<file path="src/rtl/core/r2fft_pkg.sv">
package r2fft_pkg;

    localparam int Points     = 128;
    localparam int AddrBits   = $clog2(Points);
    localparam int StageBits  = 3;
    localparam int SampleBits = 12;
    localparam int StoreBits  = 21;
    localparam int OutBits    = 20;
    localparam int CoefBits   = 16;
    localparam int ProdBits   = StoreBits + CoefBits + 1;

    typedef logic signed [StoreBits-1:0] store_t;

    typedef struct packed {
        store_t re;
        store_t im;
    } cplx_t;

    typedef enum logic [2:0] {
        ST_LOAD,
        ST_RD,
        ST_MUL,
        ST_WRA,
        ST_WRB,
        ST_ERD,
        ST_EMIT
    } state_t;

    // Quarter-wave Q1.15 cosine, unity clipped to 32767.
    function automatic logic signed [CoefBits-1:0] cos_q15(input logic [5:0] k);
        logic signed [CoefBits-1:0] v;
        case (k)
            6'd0: v = 16'sd32767;   6'd1: v = 16'sd32729;   6'd2: v = 16'sd32610;
            6'd3: v = 16'sd32413;   6'd4: v = 16'sd32138;   6'd5: v = 16'sd31786;
            6'd6: v = 16'sd31357;   6'd7: v = 16'sd30853;   6'd8: v = 16'sd30274;
            6'd9: v = 16'sd29622;   6'd10: v = 16'sd28899;  6'd11: v = 16'sd28106;
            6'd12: v = 16'sd27246;  6'd13: v = 16'sd26320;  6'd14: v = 16'sd25330;
            6'd15: v = 16'sd24279;  6'd16: v = 16'sd23170;  6'd17: v = 16'sd22006;
            6'd18: v = 16'sd20788;  6'd19: v = 16'sd19520;  6'd20: v = 16'sd18205;
            6'd21: v = 16'sd16846;  6'd22: v = 16'sd15447;  6'd23: v = 16'sd14010;
            6'd24: v = 16'sd12540;  6'd25: v = 16'sd11039;  6'd26: v = 16'sd9512;
            6'd27: v = 16'sd7962;   6'd28: v = 16'sd6393;   6'd29: v = 16'sd4808;
            6'd30: v = 16'sd3212;   6'd31: v = 16'sd1608;   default: v = 16'sd0;
        endcase
        return v;
    endfunction

    function automatic logic [AddrBits-1:0] bit_rev(input logic [AddrBits-1:0] v);
        logic [AddrBits-1:0] r;
        for (int i = 0; i < AddrBits; i++) begin
            r[i] = v[AddrBits-1-i];
        end
        return r;
    endfunction

endpackage

</file>
<file path="src/rtl/core/r2fft_bfly.sv">
module r2fft_bfly
    import r2fft_pkg::*;
(
    input  logic                aclk,
    input  logic                load,
    input  logic [5:0]          tw_idx,
    input  cplx_t               b_in,
    input  cplx_t               a_in,
    output cplx_t               sum_out,
    output cplx_t               diff_out
);

    logic signed [CoefBits-1:0] c_reg, s_reg, c_next, s_next;
    logic                       bypass_reg;
    logic signed [ProdBits-1:0] zr_sum, zi_sum;
    logic signed [ProdBits-1:0] zr_rnd, zi_rnd;
    logic signed [StoreBits:0]  zr, zi;
    store_t                     br_reg, bi_reg;
    logic signed [StoreBits+1:0] sr, si, dr, di;

    // Twiddle lookup, W = cos - j*sin.
    always_comb begin
        if (tw_idx <= 6'd32) begin
            c_next = cos_q15(tw_idx);
            s_next = cos_q15(6'd32 - tw_idx);
        end else begin
            c_next = -cos_q15(6'd0 - tw_idx);
            s_next = cos_q15(tw_idx - 6'd32);
        end
    end

    always_ff @(posedge aclk) begin
        if (load) begin
            c_reg      <= c_next;
            s_reg      <= s_next;
            bypass_reg <= (tw_idx == 6'd0);
            br_reg     <= b_in.re;
            bi_reg     <= b_in.im;
        end
    end

    // Complex product with round to nearest, ties upward.
    assign zr_sum = ProdBits'(c_reg) * ProdBits'(br_reg) + ProdBits'(s_reg) * ProdBits'(bi_reg);
    assign zi_sum = ProdBits'(c_reg) * ProdBits'(bi_reg) - ProdBits'(s_reg) * ProdBits'(br_reg);
    assign zr_rnd = (zr_sum + ProdBits'(16384)) >>> 15;
    assign zi_rnd = (zi_sum + ProdBits'(16384)) >>> 15;
    assign zr = bypass_reg ? (StoreBits+1)'(br_reg) : zr_rnd[StoreBits:0];
    assign zi = bypass_reg ? (StoreBits+1)'(bi_reg) : zi_rnd[StoreBits:0];

    assign sr = (StoreBits+2)'(a_in.re) + (StoreBits+2)'(zr);
    assign si = (StoreBits+2)'(a_in.im) + (StoreBits+2)'(zi);
    assign dr = (StoreBits+2)'(a_in.re) - (StoreBits+2)'(zr);
    assign di = (StoreBits+2)'(a_in.im) - (StoreBits+2)'(zi);

    function automatic store_t sat(input logic signed [StoreBits+1:0] v);
        store_t r;
        if (v > (StoreBits+2)'(1048575)) r = store_t'(1048575);
        else if (v < -(StoreBits+2)'(1048576)) r = store_t'(-1048576);
        else r = v[StoreBits-1:0];
        return r;
    endfunction

    assign sum_out.re  = sat(sr);
    assign sum_out.im  = sat(si);
    assign diff_out.re = sat(dr);
    assign diff_out.im = sat(di);

endmodule

</file>
<file path="config.mk">
export PLATFORM = sky130hd
export DESIGN_NAME = r2fft_bfly
export DESIGN_NICKNAME = d
export VERILOG_FILES = /design/src/rtl/core/r2fft_pkg.sv /design/src/rtl/core/r2fft_bfly.sv
export SDC_FILE = /design/constraint.sdc
export NUM_CORES = 2
export LEC_CHECK = 0
export ABC_AREA = 1
export BUFFER_PORTS_ARGS = -buffer_cell sky130_fd_sc_hd__buf_4
export CAP_MARGIN = 5
export CORE_ASPECT_RATIO = 0.9
export CORE_MARGIN = 3
export CORE_UTILIZATION = 35
export CTS_BUF_LIST = sky130_fd_sc_hd__clkbuf_8
export CTS_CLUSTER_DIAMETER = 80
export DETAILED_ROUTE_END_ITERATION = 6
export GPL_ROUTABILITY_DRIVEN = 0
export REMOVE_ABC_BUFFERS = 1
export SYNTH_ARGS = -nofsm -noshare
export SYNTH_HDL_FRONTEND = slang
export SYNTH_SLANG_ARGS = --single-unit
</file>
<file path="constraint.sdc">
create_clock -name aclk -period 11.69 [get_ports aclk]
set_clock_uncertainty 0.1 [all_clocks]
set_input_delay 2.338 -clock aclk [delete_from_list [all_inputs] [get_ports aclk]]
set_output_delay 2.338 -clock aclk [all_outputs]
set_load 0.02 [all_outputs]
</file>
# --- Yosys cells after proc, flatten, opt, wreduce, memory -nomap -nowiden ---
# Memories as Yosys holds them, arrays and structs flattened.
# Index checks and enable logic that the tools add are counted.
# W data, S select, Z words.
word_totals:
  inputBits: 92
  output_inout_bits: 84
  reg_bits: 75
  mem_bits_ro: 1920
  word_cells: 52
  mem_count: 4
mem_list:
  columns: ["memory", "words", "word_bits", "rd", "rd_clocked_by_memory_dff", "wr", "line_no", "rtl"]
  rows:
  - ["(name not given)", 32, 15, 1, 0, 0, "r2fft_pkg.sv:32", "case (k)"]
  - ["(name not given)", 32, 15, 1, 0, 0, "r2fft_pkg.sv:32", null]
  - ["(name not given)", 32, 15, 1, 0, 0, "r2fft_pkg.sv:32", null]
  - ["(name not given)", 32, 15, 1, 0, 0, "r2fft_pkg.sv:32", null]
op_classes:
  n_lt_le_gt_ge: 9
  multipliers: 4
  n_addsub: 12
  muxes: 17
  reduce_logical: 1
op_table:
  columns: ["cell", "count"]
  rows:
  - ["$mux W21", 8]
  - ["$mul A16 B21 Y37", 4]
  - ["$mux W16", 7]
  - ["$gt A23 B21 Y1 const B", 4]
  - ["$lt A23 B21 Y1 const B", 4]
  - ["$add A37 B16 Y37 const B", 2]
  - ["$add A21 B22 Y23", 2]
  - ["$sub A21 B22 Y23", 2]
  - ["$mux W22", 2]
  - ["$add A37 B37 Y37", 1]
  - ["$sub A37 B37 Y37", 1]
  - ["$neg A16 Y16", 1]
  - ["$le A6 B6 Y1 const B", 1]
  - ["$logic_not A6 Y1", 1]
  - ["$sub A1 B6 Y6 const A", 1]
  - ["$sub A6 B6 Y6 const A", 1]
  - ["$sub A6 B6 Y6 const B", 1]

# --- Longest topological paths before layout ---
logic_depth:
  word_depth: 8
  depth_mapped: 49
  depth_no_buf: 45

# --- Worst setup path after synthesis ---
# Ideal clock, no wire load.
synth_path:
  path_type: "register -> output"
  startpoint: "register s_reg[0]"
  endpoint: "output diff_out[0] (netlist name)"
  path_stages_with_launch: 37
  path_slack_ns: 0.644
  path_buffers: 4
  arrival_ns: 8.608
  t_required_ns: 9.252
  cell_sequence: "edfxtp_1 clkbuf_1 clkbuf_1 nand2_1 inv_1 fa_1 fa_1 fa_1 inv_1 fa_1 fa_1 fa_1 fa_1 inv_1 fa_1 inv_1 ha_1 a21oi_1 a21boi_0 o21ai_0 a21oi_1 nand2_1 nand2_1 nand3_1 nand2_1 inv_1 ha_1 buf_2 inv_1 a21oi_1 o21ai_0 a31oi_1 nand3_1 a21boi_1 o21bai_1 buf_2 nand2_1"
synth_lines:
  columns: ["item", "line_no", "rtl"]
  rows:
  - ["from (decl)", "r2fft_bfly.sv:13", "logic signed [CoefBits-1:0] c_reg, s_reg, c_next, s_next;"]
  - ["from (signal assigned)", "r2fft_bfly.sv:35", "s_reg <= s_next;"]
  - ["to (decl)", "r2fft_bfly.sv:10", "output cplx_t diff_out"]

==> results by group <==
Run status
  – Status: finished, violations left
  – Failing checks: setup timing

Cells and area
  – Nets: 10400
  – Commonest non-fill, non-tap cell in the layout: inv_1
  – Reg area: 2220 µm²
  – Most frequent cells in the layout: inv_1, nand2_1, fa_1
  – # fillers: 17600
  – Multi-input gate area: 50000 µm²
  – Area Growth Syn to Fin: 15.9%
  – Final instance area: 71500 µm²
  – Share of layout cells above drive strength 1: 13.4%
  – Final Non-Filler Cells: 10900

Placement
  – Dpl hpwl: 165000 µm
  – Placed Cells: 10800
  – DP Worst Slack: -448 ps
  – PortBufs: 175
  – Placement Cell Area: 68700 µm²

STA
  – Slew @ Worst Pin: 810 ps
  – F_max: 84.7 MHz
  – Post-layout min period: 11810 ps
  – Final slew viol count: 0
  – Unrepaired setup endpoints after global routing: true
  – Hold Vio Cnt, Final: 0
  – Final Setup Violations: 80
  – PnR worst setup slack: -119 ps
  – Final Cycle Share: 101%
  – Max-Slew Margin vs Limit: 46.0%
  – Fin Setup TNS: -5900 ps

Clock tree
  – Root Buffer: clkbuf_8
  – Clock buffer depth: 2
  – TritonCTS Buffers: 9
  – Clock sinks: 74
  – CTS tree: yes
  – Hold-fix buffers, CTS: 0
  – H-tree depth: 3
  – Worst-path clk slew: 110 ps

Die
  – Num rows: 145
  – Core area: 174000 µm²
  – Die H: 404 µm
  – DIE AREA: 181000 µm²
  – Num ports: 176
  – Die Width: 449 µm
  – Initial Util: 35.4%

Drt
  – Routed Antenna Nets: 0
  – Initial DRC count: 4892
  – Max layer used: met5
  – WL/cell: 19.4 µm
  – Routed wl met3: 19900 µm
  – Detailed Route WL: 211000 µm
  – Vias per cell: 4.87
  – Drt pass-1 iters: 7
  – Via Count: 52900
  – Met1 WL: 85400 µm
  – DRC Markers: 0
  – Routed length on met2: 96200 µm

Global route
  – GRT Resource Usage Total: 23.3%
  – First-pass GRT wire length: 327000 µm
  – Largest net degree at the start of global routing: 55
  – Initial antenna violation count: 2
  – Number of global-route vias before repair: 55600
  – Total global routing overflow: 0

Worst setup path
  – WP data required: 9250 ps
  – Arr. time, crit path: 9370 ps
  – Crit-path most repeated cell: buf_4
  – Crit Path Category: reg -> out
  – CP Max Fanout: 11
  – CP max stage delay: 610 ps
  – Max stage delay cell, worst path: fa_2
  – Worst setup SP type: register
  – Crit path capture type: primary output

Synth
  – Ys async rst share: 0%
  – Post-synthesis sequential area ratio: 3.60%
  – Synth Cell Area: 61700 µm²
  – Synth Flop Type: edfxtp_1
  – EDFF count, synth: 74
  – Total number of yosys warnings: 0
  – Average size of a mapped cell: 7.54 µm²
  – Synthesis-stage register bit count: 74
  – Netlist cell types: 58
  – Post-synthesis cell count: 8188

Worst hold path
  – Hold path start: b_in[23]
  – WHS Endpoint: br_reg[2]
  – WHS Path Cells: 1
  – Hold/Removal Path Class: in -> reg

Run
  – Max_cap viols: 0
[worst max-delay path by stage]
| stage | endpoint | startpoint | cells past startpoint | slack (ps) |
|---|---|---|---|---|
| after floorplan | sum_out[0] | s_reg[0] | 34 | -410 |
| after global placement | sum_out[2] | bi_reg[4] | 41 | -410 |
| after detailed placement | sum_out[1] | bi_reg[4] | 38 | -450 |
| after CTS | sum_out[35] | s_reg[2] | 43 | 0.03 |
| after global routing | diff_out[8] | c_reg[2] | 45 | -510 |
| final | sum_out[35] | s_reg[2] | 44 | -120 |
[what timing repair did]
action | in CTS | in global routing
setup endpoints to repair | 84 | 84
buffers inserted | 53 | 13
pin swaps | 45 | 45
resized for setup | 352 | 147
cloned | 7 | 1
hold endpoints to repair | 0 | 0
[metrics by stage]
| stage | hold WS, ps | util, % |
|---|---|---|
| 5_1_grt | 1960 | 41.0 |
| 4_1_cts | 1960 | 40.6 |
| 2_1_floorplan | 2340 | - |
| 3_5_place_dp | 2420 | 39.4 |
| 3_3_place_gp | 2420 | 39.4 |
| 6_report | 1990 | 41.0 |
[layout make-up]
cell class                 count  share of cell area, %
antenna                        2                0.00700
inverter                    2616                   13.8
clock inverter                 7                  0.115
clock buffer                   9                  0.173
timing repair buffer         664                   8.84
sequential                    74                   3.11
multi-input combinational   5134                   69.9
tap                         2352                   4.12
[routing by layer]
metal | up-vias | track usage, %
met5 | - | 0
met4 | 2 | 7.97
met3 | 479 | 4.49
met2 | 2499 | 38.0
met1 | 26300 | 31.0
li1 | 23600 | -
[critical path: cells and delay by family, from the launching register on]
kind | cells | cell delay, ps
xor+xnor | 1 | 220
buf+inv | 16 | 1920
fa+ha+maj | 10 | 4290
compound gates | 2 | 310
simple gates | 15 | 1730
flops | 1 | 440
[synthesized netlist by cell type (24+ instances only)]
library cell / instances / area share, %
edfxtp_1: 74 / 3.6
inv_1: 2604 / 16
xnor2_1: 25 / 0.35
ha_1: 423 / 8.6
nor2_1: 248 / 1.5
xor2_1: 97 / 1.4
or2_2: 30 / 0.30
o21ai_0: 155 / 1.3
nand3_1: 207 / 1.7
buf_2: 46 / 0.37
a21oi_1: 188 / 1.5
clkbuf_1: 258 / 1.6
nand2_1: 2097 / 13
o21bai_1: 24 / 0.29
nand4_1: 25 / 0.25
fa_1: 1412 / 46
nor3_1: 40 / 0.32
buf_1: 44 / 0.27
[cells by family after synthesis]
family,synth area share (%)
xor gates and xnor gates,1.80
buffers and inverters,18.4
DFF,3.60
and+or+nand+nor,17.5
adders and majority gates,54.4
AOI/OAI and AO/OA,4.34
Power is left out: the tool's default activity adds up to more than one toggle a clock period on the data nets, which glitch-free logic cannot reach.
